`config.mk`:
```
export PLATFORM = sky130hd
export DESIGN_NAME = servo_mask_chunk_scheduler
export DESIGN_NICKNAME = d
export VERILOG_FILES = /design/src/sv/smcs_pkg.sv /design/src/sv/servo_mask_chunk_scheduler.sv /design/src/sv/smcs_front.sv /design/src/sv/smcs_queue.sv /design/src/sv/smcs_back.sv
export VERILOG_INCLUDE_DIRS = /design/src /design/src/sv
export SDC_FILE = /design/constraint.sdc
export NUM_CORES = 1
export LEC_CHECK = 0
export BUFFER_PORTS_ARGS = -buffer_cell sky130_fd_sc_hd__buf_2
export CORE_ASPECT_RATIO = 2
export CORE_MARGIN = 3
export CORE_UTILIZATION = 50
export DETAILED_ROUTE_END_ITERATION = 6
export PLACE_DENSITY_LB_ADDON = 0.12
export RECOVER_POWER = 100
export SYNTH_ARGS = -nofsm -noshare
export SYNTH_HDL_FRONTEND = slang
export SYNTH_SLANG_ARGS = --single-unit
```
`constraint.sdc`:
```
create_clock -name clk_i -period 14.4 [get_ports clk_i]
set_input_delay 1.44 -clock clk_i [delete_from_list [all_inputs] [get_ports clk_i]]
set_output_delay 1.44 -clock clk_i [all_outputs]
set_load 0.05 [all_outputs]
```
`src/sv/servo_mask_chunk_scheduler_assert.svh`:
```
// Assertion macros shared by the servo mask chunk scheduler RTL.
`ifndef SERVO_MASK_CHUNK_SCHEDULER_ASSERT_SVH
`define SERVO_MASK_CHUNK_SCHEDULER_ASSERT_SVH

// Same-cycle implication, checked outside reset.
`define SMCS_ASSERT_IMPL(label, clk, rst_n, ante, cons, msg) \
  label: assert property (@(posedge clk) disable iff (!rst_n) (ante) |-> (cons)) \
    else $error(msg);

// Next-cycle implication, checked outside reset.
`define SMCS_ASSERT_NEXT(label, clk, rst_n, ante, cons, msg) \
  label: assert property (@(posedge clk) disable iff (!rst_n) (ante) |=> (cons)) \
    else $error(msg);

`endif

```
`src/sv/smcs_pkg.sv`:
```
// Types, constants and codes shared by the servo mask chunk scheduler modules.
package smcs_pkg;

  localparam int unsigned MotorCountDef = 16;
  localparam int unsigned MaskW         = 16;
  localparam int unsigned StepW         = 16;
  localparam int unsigned SelW          = 4;
  localparam int unsigned LimitW        = 5;
  localparam int unsigned CfgIdxW       = 1;
  localparam int unsigned CfgDataW      = 16;
  localparam int unsigned QueueDepth    = 2;

  localparam logic [MaskW-1:0]  HipMaskRst   = 16'h9249;
  localparam logic [LimitW-1:0] MaxActiveRst = 5'd4;
  localparam logic [LimitW-1:0] LimitMin     = 5'd1;
  localparam logic [LimitW-1:0] LimitMax     = 5'd16;

  typedef enum logic {
    ACT_MOVE = 1'b0,
    ACT_READ = 1'b1
  } smcs_action_e;

  typedef enum logic [CfgIdxW-1:0] {
    REG_HIP_MASK   = 1'b0,
    REG_MAX_ACTIVE = 1'b1
  } smcs_reg_e;

  typedef enum logic {
    BK_IDLE,
    BK_RUN
  } smcs_back_e;

  typedef struct packed {
    smcs_action_e             action;
    logic [MaskW-1:0]         move_bits;
    logic signed [StepW-1:0]  angle_step;
    logic [SelW-1:0]          motor_select;
  } smcs_in_t;

  typedef struct packed {
    logic [MaskW-1:0]         chunk_mask;
    logic                     hip_phase;
    logic                     last_chunk;
    logic signed [StepW-1:0]  position_value;
  } smcs_out_t;

  // A classified command as it waits between the front and the back.
  typedef struct packed {
    smcs_action_e             action;
    logic [MaskW-1:0]         hip_bits;
    logic [MaskW-1:0]         rest_mask;
    logic signed [StepW-1:0]  step;
    logic [SelW-1:0]          sel;
    logic                     sel_ok;
    logic [LimitW-1:0]        limit;
  } smcs_cmd_t;

  typedef struct packed {
    logic empty;
    logic full;
  } smcs_qstat_t;

endpackage

```
`src/sv/servo_mask_chunk_scheduler.sv`:
```
// Top level of the servo mask chunk scheduler: config registers, front end, queue, back end.
//
//   Channel  Dir  Handshake                 Beat content
//   in       in   in_valid_i / in_ready_o   smcs_in_t: action, mask, step, motor select
//   out      out  out_valid_o / out_ready_i smcs_out_t: chunk mask, phase, last, position
//   cfg      in   cfg_valid_i / cfg_ready_o cfg_index_i register index, cfg_data_i value
//
// A move command is loaded from the queue while the back end is idle, then its chunks are
// emitted one by one while it runs, at most 16 chunks when the limit is one motor each.
// A read or an empty move gives one beat. The chunk sequencer in the back end sets this.
// The queue holds two classified commands, so up to two beats are taken ahead of the
// back end; a stalled output beat holds the back end, and a full queue holds the input.
// Reset clears all motor positions and loads the config defaults at once; no clearing pass.
`include "servo_mask_chunk_scheduler_assert.svh"

module servo_mask_chunk_scheduler #(
  parameter int unsigned MOTOR_COUNT = smcs_pkg::MotorCountDef
) (
  input  logic                              clk_i,
  input  logic                              rst_ni,
  input  logic                              in_valid_i,
  output logic                              in_ready_o,
  input  smcs_pkg::smcs_in_t                in_i,
  output logic                              out_valid_o,
  input  logic                              out_ready_i,
  output smcs_pkg::smcs_out_t               out_o,
  input  logic                              cfg_valid_i,
  output logic                              cfg_ready_o,
  input  logic [smcs_pkg::CfgIdxW-1:0]      cfg_index_i,
  input  logic [smcs_pkg::CfgDataW-1:0]     cfg_data_i
);
  import smcs_pkg::*;

  logic [MaskW-1:0]  hip_bits_q, hip_bits_d;
  logic [LimitW-1:0] max_active_q, max_active_d;

  smcs_qstat_t qstat;
  smcs_cmd_t   push_cmd, head_cmd;
  logic        push, pop;

  logic        in_fire, out_fire, rest_fire, hip_shown;

  assign cfg_ready_o = 1'b1;

  always_comb begin
    hip_bits_d   = hip_bits_q;
    max_active_d = max_active_q;
    if (cfg_valid_i) begin
      case (smcs_reg_e'(cfg_index_i))
        REG_HIP_MASK:   hip_bits_d   = cfg_data_i[MaskW-1:0];
        REG_MAX_ACTIVE: max_active_d = cfg_data_i[LimitW-1:0];
        default: begin
          hip_bits_d   = hip_bits_q;
          max_active_d = max_active_q;
        end
      endcase
    end
  end

  always_ff @(posedge clk_i or negedge rst_ni) begin
    if (!rst_ni) begin
      hip_bits_q   <= HipMaskRst;
      max_active_q <= MaxActiveRst;
    end else begin
      hip_bits_q   <= hip_bits_d;
      max_active_q <= max_active_d;
    end
  end

  smcs_front #(
    .MOTOR_COUNT (MOTOR_COUNT)
  ) u_front (
    .in_valid_i   (in_valid_i),
    .in_ready_o   (in_ready_o),
    .in_i         (in_i),
    .hip_bits_i   (hip_bits_q),
    .max_active_i (max_active_q),
    .qstat_i      (qstat),
    .push_o       (push),
    .cmd_o        (push_cmd)
  );

  smcs_queue u_queue (
    .clk_i   (clk_i),
    .rst_ni  (rst_ni),
    .push_i  (push),
    .cmd_i   (push_cmd),
    .pop_i   (pop),
    .cmd_o   (head_cmd),
    .qstat_o (qstat)
  );

  smcs_back #(
    .MOTOR_COUNT (MOTOR_COUNT)
  ) u_back (
    .clk_i       (clk_i),
    .rst_ni      (rst_ni),
    .qstat_i     (qstat),
    .cmd_i       (head_cmd),
    .pop_o       (pop),
    .out_valid_o (out_valid_o),
    .out_ready_i (out_ready_i),
    .out_o       (out_o)
  );

  assign in_fire   = in_valid_i && in_ready_o;
  assign out_fire  = out_valid_o && out_ready_i;
  assign rest_fire = out_fire && !out_o.hip_phase && !out_o.last_chunk;
  assign hip_shown = out_valid_o && out_o.hip_phase;

  // The back end only loads a command that the queue actually holds.
  `SMCS_ASSERT_IMPL(a_pop_has_entry, clk_i, rst_ni, pop, !qstat.empty, "pop from empty queue")

  // An accepted input beat is in the queue at the next edge.
  `SMCS_ASSERT_NEXT(a_accept_queued, clk_i, rst_ni, in_fire, !qstat.empty, "beat not queued")

  // Once the non-hip pass of a command has started, no hip chunk follows it.
  `SMCS_ASSERT_NEXT(a_hip_first, clk_i, rst_ni, rest_fire, !hip_shown, "late hip chunk")

endmodule

```
`src/sv/smcs_front.sv`:
```
// Front end: accepts input beats and splits each move into hip and remaining masks.
module smcs_front #(
  parameter int unsigned MOTOR_COUNT = smcs_pkg::MotorCountDef
) (
  input  logic                              in_valid_i,
  output logic                              in_ready_o,
  input  smcs_pkg::smcs_in_t                in_i,
  input  logic [smcs_pkg::MaskW-1:0]        hip_bits_i,
  input  logic [smcs_pkg::LimitW-1:0]       max_active_i,
  input  smcs_pkg::smcs_qstat_t             qstat_i,
  output logic                              push_o,
  output smcs_pkg::smcs_cmd_t               cmd_o
);
  import smcs_pkg::*;

  logic [MaskW-1:0]  usable;
  logic [MaskW-1:0]  mask;
  logic [LimitW-1:0] limit;

  // Mask bits at or above the motor count never reach a motor.
  always_comb begin
    for (int i = 0; i < MaskW; i++) begin
      usable[i] = (i < MOTOR_COUNT);
    end
  end

  always_comb begin
    if (max_active_i == '0) begin
      limit = LimitMin;
    end else if (max_active_i > LimitMax) begin
      limit = LimitMax;
    end else begin
      limit = max_active_i;
    end
  end

  assign mask = in_i.move_bits & usable;

  always_comb begin
    cmd_o.action    = in_i.action;
    cmd_o.hip_bits  = mask & hip_bits_i;
    cmd_o.rest_mask = mask & ~hip_bits_i;
    cmd_o.step      = in_i.angle_step;
    cmd_o.sel       = in_i.motor_select;
    cmd_o.sel_ok    = (32'(in_i.motor_select) < MOTOR_COUNT);
    cmd_o.limit     = limit;
  end

  assign in_ready_o = !qstat_i.full;
  assign push_o     = in_valid_i && !qstat_i.full;

endmodule

```
`src/sv/smcs_queue.sv`:
```
// Short command queue between the front end and the chunk sequencer.
module smcs_queue (
  input  logic                  clk_i,
  input  logic                  rst_ni,
  input  logic                  push_i,
  input  smcs_pkg::smcs_cmd_t   cmd_i,
  input  logic                  pop_i,
  output smcs_pkg::smcs_cmd_t   cmd_o,
  output smcs_pkg::smcs_qstat_t qstat_o
);
  import smcs_pkg::*;

  localparam int unsigned PtrW = (QueueDepth > 1) ? $clog2(QueueDepth) : 1;
  localparam int unsigned CntW = $clog2(QueueDepth + 1);

  smcs_cmd_t       entry_q [QueueDepth];
  logic [PtrW-1:0] wr_ptr_q, wr_ptr_d;
  logic [PtrW-1:0] rd_ptr_q, rd_ptr_d;
  logic [CntW-1:0] cnt_q, cnt_d;
  logic            do_push, do_pop;

  assign qstat_o.empty = (cnt_q == '0);
  assign qstat_o.full  = (cnt_q == CntW'(QueueDepth));
  assign do_push       = push_i && !qstat_o.full;
  assign do_pop        = pop_i && !qstat_o.empty;
  assign cmd_o         = entry_q[rd_ptr_q];

  always_comb begin
    wr_ptr_d = wr_ptr_q;
    rd_ptr_d = rd_ptr_q;
    cnt_d    = cnt_q;
    if (do_push) begin
      wr_ptr_d = (wr_ptr_q == PtrW'(QueueDepth - 1)) ? '0 : wr_ptr_q + 1'b1;
    end
    if (do_pop) begin
      rd_ptr_d = (rd_ptr_q == PtrW'(QueueDepth - 1)) ? '0 : rd_ptr_q + 1'b1;
    end
    if (do_push && !do_pop) begin
      cnt_d = cnt_q + 1'b1;
    end else if (do_pop && !do_push) begin
      cnt_d = cnt_q - 1'b1;
    end
  end

  always_ff @(posedge clk_i or negedge rst_ni) begin
    if (!rst_ni) begin
      wr_ptr_q <= '0;
      rd_ptr_q <= '0;
      cnt_q    <= '0;
    end else begin
      wr_ptr_q <= wr_ptr_d;
      rd_ptr_q <= rd_ptr_d;
      cnt_q    <= cnt_d;
    end
  end

  always_ff @(posedge clk_i) begin
    if (do_push) begin
      entry_q[wr_ptr_q] <= cmd_i;
    end
  end

endmodule

```
`src/sv/smcs_back.sv`:
```
// Back end: walks each command chunk by chunk, updates positions and drives result beats.
module smcs_back #(
  parameter int unsigned MOTOR_COUNT = smcs_pkg::MotorCountDef
) (
  input  logic                  clk_i,
  input  logic                  rst_ni,
  input  smcs_pkg::smcs_qstat_t qstat_i,
  input  smcs_pkg::smcs_cmd_t   cmd_i,
  output logic                  pop_o,
  output logic                  out_valid_o,
  input  logic                  out_ready_i,
  output smcs_pkg::smcs_out_t   out_o
);
  import smcs_pkg::*;

  localparam int unsigned NumPos  = (MOTOR_COUNT < MaskW) ? MOTOR_COUNT : MaskW;
  localparam int unsigned PosIdxW = (NumPos > 1) ? $clog2(NumPos) : 1;

  smcs_back_e              state_q, state_d;
  smcs_cmd_t               cur_q, cur_d;
  logic signed [StepW-1:0] pos_q [NumPos];
  logic signed [StepW-1:0] pos_d [NumPos];
  logic                    out_valid_q, out_valid_d;
  smcs_out_t               out_q, out_d;

  logic                    can_emit, emit, last;
  logic                    in_hip;
  logic [MaskW-1:0]        src, chunk, hip_left, rest_left;
  logic signed [StepW-1:0] read_pos;

  // Keep the lowest set bits of m, at most lim of them.
  function automatic logic [MaskW-1:0] take_low(input logic [MaskW-1:0] m,
                                                input logic [LimitW-1:0] lim);
    logic [MaskW-1:0] r;
    logic [MaskW-1:0] upto;
    r = '0;
    for (int i = 0; i < MaskW; i++) begin
      upto = m & ~({MaskW{1'b1}} << (i + 1));
      r[i] = m[i] && ($countones(upto) <= int'(lim));
    end
    return r;
  endfunction

  function automatic logic signed [StepW-1:0] sat_add(input logic signed [StepW-1:0] a,
                                                     input logic signed [StepW-1:0] b);
    logic signed [StepW:0] s;
    s = $signed({a[StepW-1], a}) + $signed({b[StepW-1], b});
    if (s[StepW] != s[StepW-1]) begin
      return s[StepW] ? {1'b1, {(StepW-1){1'b0}}} : {1'b0, {(StepW-1){1'b1}}};
    end
    return s[StepW-1:0];
  endfunction

  assign can_emit = !out_valid_q || out_ready_i;

  // Hip motors drain completely before the remaining motors start.
  assign in_hip    = (cur_q.hip_bits != '0);
  assign src       = in_hip ? cur_q.hip_bits : cur_q.rest_mask;
  assign chunk     = (cur_q.action == ACT_MOVE) ? take_low(src, cur_q.limit) : '0;
  assign hip_left  = in_hip ? (cur_q.hip_bits & ~chunk) : cur_q.hip_bits;
  assign rest_left = in_hip ? cur_q.rest_mask : (cur_q.rest_mask & ~chunk);
  assign last      = (cur_q.action == ACT_READ) || ((hip_left == '0) && (rest_left == '0));
  assign read_pos  = cur_q.sel_ok ? pos_q[cur_q.sel[PosIdxW-1:0]] : '0;

  always_comb begin
    state_d = state_q;
    case (state_q)
      BK_IDLE: begin
        if (!qstat_i.empty) begin
          state_d = BK_RUN;
        end
      end
      BK_RUN: begin
        if (can_emit && last) begin
          state_d = BK_IDLE;
        end
      end
      default: state_d = BK_IDLE;
    endcase
  end

  always_comb begin
    pop_o = 1'b0;
    emit  = 1'b0;
    case (state_q)
      BK_IDLE: pop_o = !qstat_i.empty;
      BK_RUN:  emit  = can_emit;
      default: begin
        pop_o = 1'b0;
        emit  = 1'b0;
      end
    endcase
  end

  always_comb begin
    cur_d = cur_q;
    if (pop_o) begin
      cur_d = cmd_i;
    end else if (emit) begin
      cur_d.hip_bits  = hip_left;
      cur_d.rest_mask = rest_left;
    end
  end

  always_comb begin
    for (int i = 0; i < NumPos; i++) begin
      pos_d[i] = pos_q[i];
      if (emit && chunk[i]) begin
        pos_d[i] = sat_add(pos_q[i], cur_q.step);
      end
    end
  end

  always_comb begin
    out_valid_d = out_valid_q;
    out_d       = out_q;
    if (emit) begin
      out_valid_d          = 1'b1;
      out_d.chunk_mask     = chunk;
      out_d.hip_phase      = (cur_q.action == ACT_MOVE) && in_hip;
      out_d.last_chunk     = last;
      out_d.position_value = (cur_q.action == ACT_READ) ? read_pos : '0;
    end else if (out_ready_i) begin
      out_valid_d = 1'b0;
    end
  end

  always_ff @(posedge clk_i or negedge rst_ni) begin
    if (!rst_ni) begin
      state_q     <= BK_IDLE;
      out_valid_q <= 1'b0;
      for (int i = 0; i < NumPos; i++) begin
        pos_q[i] <= '0;
      end
    end else begin
      state_q     <= state_d;
      out_valid_q <= out_valid_d;
      for (int i = 0; i < NumPos; i++) begin
        pos_q[i] <= pos_d[i];
      end
    end
  end

  always_ff @(posedge clk_i) begin
    cur_q <= cur_d;
    out_q <= out_d;
  end

  assign out_valid_o = out_valid_q;
  assign out_o       = out_q;

endmodule
```
* Word-level counts from Yosys, hierarchy flattened *
Memories as Yosys holds them, arrays and structs flattened.
Cells that the tools add are included.

storage, ports and cells
  flip-flop bits (word level) = 376
  word-level logic and storage cells = 294
  memories = 1
  memory bits (writable) = 116
  input bits = 59

memory list
  name             words  width  rd ports  clocked after Yosys merged registers in  write ports  line              source
  u_queue.entry_q  2      58     1         0                                        1            smcs_queue.sv:16  smcs_cmd_t entry_q [QueueDepth];

cells by class
  reductions and logical operators = 58
  equal/unequal tests = 17
  $lt $le $gt $ge = 18
  bitwise gates (word level) = 10
  add/subtract/negate cells = 52
  mux-type cells = 104

operator list
  operator                                                   count
  two-way mux 16 bit                                         54
  adder 32 bit                                               17
  less-or-equal comparator 32 x 6 -> 1 bit                   15
  adder 16 x 16 -> 17 bit                                    16
  adder 32 x 1 -> 32 bit                                     7
  AND 16 bit                                                 4
  binary-select mux 16 bit (select 4 bit)                    1
  two-way mux 32 bit                                         2
  two-way mux 1 bit                                          42
  logical AND 1 bit                                          40
  logical NOT 16 bit                                         2
  NOT 16 bit                                                 2
  adder 1 x 1 -> 2 bit                                       8
  != test 1 bit                                              16
  nonzero test 16 bit                                        1
  two-way mux 5 bit                                          2
  AND reduction 2 bit                                        3
  nonzero test 2 bit                                         3
  greater-or-equal comparator 5 bit (second input constant)  1
  > comparator 5 bit (second input constant)                 1
  less-or-equal comparator 1 x 5 -> 1 bit                    1
  logical NOT 1 bit                                          5
  logical NOT 5 bit                                          1
  NOT 4 -> 5 bit                                             1
  other kinds (9)                                            14

* Depth between registers and ports, before layout *
  depth after elaboration = 18
  mapped depth = 31

* Modules after synthesis *
Synthesis repeated with hierarchy kept, for this count alone.

unflattened totals
  cell total of the unflattened synthesis = 3725
  area total of the unflattened synthesis = 37504.7 um^2

modules (own cells, without submodules)
  module                      area an instance (um^2)  cells each  instances
  smcs_back                   31462.7                  3410        1
  smcs_queue                  4757.1                   203         1
  servo_mask_chunk_scheduler  868.3                    48          1
  smcs_front                  416.6                    64          1

* Worst setup path before layout *
OpenSTA, ideal clock, no wires.

  path kind = flip-flop to flip-flop
  start = register u_back.cur_q[52] in the netlist's numbering
  end = register u_back.pos_q[11] in the netlist's numbering
  stages on the path, launching flop included = 31
  library setup time = 0.121 ns
  slack = 7.546 ns
  data arrival time = 6.733 ns
  cells stage by stage = edfxtp_1 > nor4_1 > and4_1 > buf_4 > buf_6 > a21o_1 > ha_1 > ha_1 > inv_1 > fa_1 > inv_1 > fa_1 > ha_1 > inv_1 > fa_1 > clkbuf_1 > inv_1 > ha_1 > ha_1 > inv_1 > fa_1 > inv_1 > ha_1 > o21ai_0 > nand2b_1 > a211oi_1 > o21ai_0 > nor2_1 > nand2_1 > clkbuf_1 > a22o_1

between the ends
  word-level cells in the longest chain between the ends = 10

ends and longest elaborated chain
  element                                           line              source
  start, declared                                   smcs_back.sv:20   smcs_cmd_t cur_q, cur_d;
  start signal, assigned                            smcs_back.sv:145  cur_q <= cur_d;
  nonzero test 16 bit                               smcs_back.sv:57   assign in_hip = (cur_q.hip_bits != '0);
  two-way mux 16 bit *                              smcs_back.sv:58   assign src = in_hip ? cur_q.hip_bits : cur_q.rest_mask;
  adder 1 x 1 -> 2 bit (implied by the code)        smcs_back.sv:39   r[i] = m[i] && ($countones(upto) <= int'(lim));
  adder 32 bit (implied by the code) (3 in series)  smcs_back.sv:39
  less-or-equal comparator 32 x 6 -> 1 bit          smcs_back.sv:39
  logical AND 1 bit *                               smcs_back.sv:39
  two-way mux 16 bit *                              smcs_back.sv:59   assign chunk = (cur_q.action == ACT_MOVE) ? take_low(src, cur_q.limit) : '0;
  named net u_back.chunk[15]                        smcs_back.sv:28   logic [MaskW-1:0] src, chunk, hip_left, rest_left;
  logical AND 1 bit *                               smcs_back.sv:108  if (emit && chunk[i]) begin
  end signal, assigned by index                     smcs_back.sv:139  pos_q[i] <= pos_d[i];
  end, declared                                     smcs_back.sv:21   logic signed [StepW-1:0] pos_q [NumPos];

Mark *: on every way through the listed nets, which the timed path passes. The rest lies on a longest branch.
A chain may end at the register's enable or synchronous reset.

* Worst setup path after layout *
  start = register u_back.cur_q[51] in the netlist's numbering
  end = register u_back.pos_q[4] in the netlist's numbering

Same word-level chain as after synthesis.

==> impl_results.md <==
- Failing checks: max-capacitance violations, max-slew violations
- WP data arrival: 10170 ps
- Dominant cells by area after synthesis: dfrtp_1, edfxtp_1, ha_1
- Clk sinks: about 490
- RSZ-0062 raised after global routing: no
- Final Skew: 26.1 ps
- Critical Path Max Stage Delay: 810 ps
- Setup crit start kind: register
- # DRC: 0
- Yosys top cell area share: 0.192
- CTS tree: yes
- Initial antenna violation count: 6
- Count leader, synth: ha_1
- Synth Instances: 3626
- Worst-Skew Late Latency: 640 ps
- WL/cell: 24.0 um
- Starting Density: 0.507
- CP top delay family: adder cells
- Global-route usage over all layers: 0.294
- DRT antenna net count: 0
- Post-synth net total: 4081
- Rows: between 100 and 150
- Synth cell types: 104
- Sequential-to-total area share from yosys stat: 0.371
- Most used cell, CP: inv_1
- Final cycle utilization of the critical path: 0.666
- First-pass GRT wire length: 168 mm
- Post-CTS Setup Bufs: 0
- Core area: 71000 um2
- GP Congestion: 0.934
- Top_reg_cell synth: dfrtp_1
- Crit path max fanout: 25
- Die height: 385 um
- Hold Slack: 509 ps
- Fill cells: 6447
- Path type of the worst min-delay path: reg2reg
- 1st-iter DRT viols: 1630
- Die Width: approximately 200 um
- Share of post-route cells with drive strength above 1: 0.0945
- Slew margin rel.: -2.85
- Crit. End Element: register
- Hold Vio Cnt, Final: 0
- Tmin final: between 9000 and 10000 ps
- Final setup vio count: 0
- TritonRoute pass-1 iters: 5
- # IOs: 96
- Number of port buffers: 94
- Reg-to-reg setup timing slack: 4810 ps
- Nets: 4162
- Fmax achieved: 0.104 GHz
- Biggest area consumer among synthesized cells: dfrtp_1
- Detailed Place HPWL: 86.1 mm
- Netlist Area Pre-Place: 36000 um2
- Total number of vias: 28700
- Synthesis-to-finish area growth: 8.44%
- Grt ovf: 0
- Max-cap viol count: 13
- Largest net degree at the start of global routing: slightly below 100
- Slew Viols, Final: 623
- Syn Area/Cell: between 9 and 10 um2
- Synthesis-stage register bit count: 491
- H-tree depth: 2
- Worst-Margin Slew: approximately 5800 ps
- Async SR Flop Fraction: 0.576
- Number of synthesized flops with an enable pin: 208
- CTS root buf: clkbuf_16
- Die area: 75400 um2
- Yosys warning total: 0
- Clock Pin Slew Worst Setup and Hold Paths: roughly 70 ps
- Post_cts resized: 0
- Required @ worst endpoint: 14980 ps
- Synth cell count leaders: ha_1, nand2_1, nor2_1, o21ai_0, dfrtp_1
- CP bufs+invs: 7
- Post-route setup TNS: 0 ps
- Via density: roughly 6
- Total Wirelength: 112 mm
- CP Class: reg2reg
- Post-CTS Hold Fix Bufs: 0
- Slowest cell on crit path: and4_1
- Outcome: finished with violations
- CTS buffer count: 47
- CTS max path bufs: 3
- Vias in the first global route: between 20000 and 30000
-- sequential cells by signal (all words and copies together), names as in the netlist --
register            count
u_back.pos_q          256
u_queue.entry_q       116
u_back.cur_q           58
u_back.out_o           34
hip_bits_q             16
max_active_q            5
u_queue.cnt_q           2
u_back.out_valid_o      1
u_back.state_q          1
u_queue.rd_ptr_q        1
u_queue.wr_ptr_q        1
-- cells by family after synthesis --
family,synth area share
simple gates,0.143
compound gates,0.182
flops,0.371
buf+inv,0.0299
fa+ha+maj,0.149
mux,0.0770
other cells,0.000104
xor+xnor,0.0487
-- worst paths after layout --
check	from	endpoint	cells after the start
worst max-delay path	u_back.cur_q[51]	u_back.pos_q[4]	28
worst min-delay path	u_back.pos_q[108]	u_back.pos_q[108]	2
worst max register to register	u_back.cur_q[51]	u_back.pos_q[4]	28
worst min register to register	u_back.pos_q[108]	u_back.pos_q[108]	2
max in group asynchronous	rst_ni	u_back.pos_q[142]	2
min in group asynchronous	rst_ni	u_back.pos_q[8]	1
-- metal layers --
| metal | vias to the layer above | track usage | routed length [um] |
|---|---|---|---|
| met1 | 14000 | 0.275 | 36400 |
| met5 | - | 0 | 27 |
| met2 | 757 | 0.559 | 60100 |
| li1 | 13500 | - | - |
| met3 | 372 | 0.0377 | 4220 |
| met4 | 4 | 0.241 | 11200 |
-- placed cells by master (no fill, tap or decap), types with 37 or more instances in the layout --
cell type / count
xnor2_1: 143
inv_1: 157
a21oi_1: 232
nand2_1: 350
dfrtp_1: 276
buf_2: 40
o21ai_0: 292
a21o_1: 51
mux4_2: 80
nor2_1: 290
o31ai_1: 62
nor3_1: 58
mux2_2: 52
edfxtp_1: 208
clkbuf_16: 47
fa_1: 40
nand3_1: 63
ha_1: 356
clkbuf_1: 75
a22o_1: 37
o21a_1: 57
nand2b_1: 46
xor2_1: 57
nor2b_1: 88
-- final cells by class --
class | count | area (um2) | share of cell area
flip-flops and latches | 491 | 13300 | 0.342
well taps | 910 | 1140 | 0.0292
clock inverters | 35 | 469 | 0.0120
repair buffers | 142 | 692 | 0.0177
multi-input cells | 2866 | 21600 | 0.552
diodes | 6 | 15.0 | 0.000385
inverters | 159 | 597 | 0.0153
clock buffers | 53 | 1230 | 0.0315
-- tightest hold or removal path: cells and delay by family (launching register included) --
kind	cells	cell delay, ps
AND/OR/NAND/NOR	2	120
flip-flops	1	370
-- metrics by stage --
stage	util	setup WS, ps	area (um2)	cells
after global routing	0.550	4250	39000	4656
after CTS	0.553	5340	39200	4656
after global placement	0.529	5400	37500	4568
final	0.550	4810	39000	4662
after detailed placement	0.529	5330	37500	4568
after floorplan	-	7550	36000	3626
Power is not shown: default switching activity piles up to over one toggle a cycle in this logic, so the estimate is an artifact.
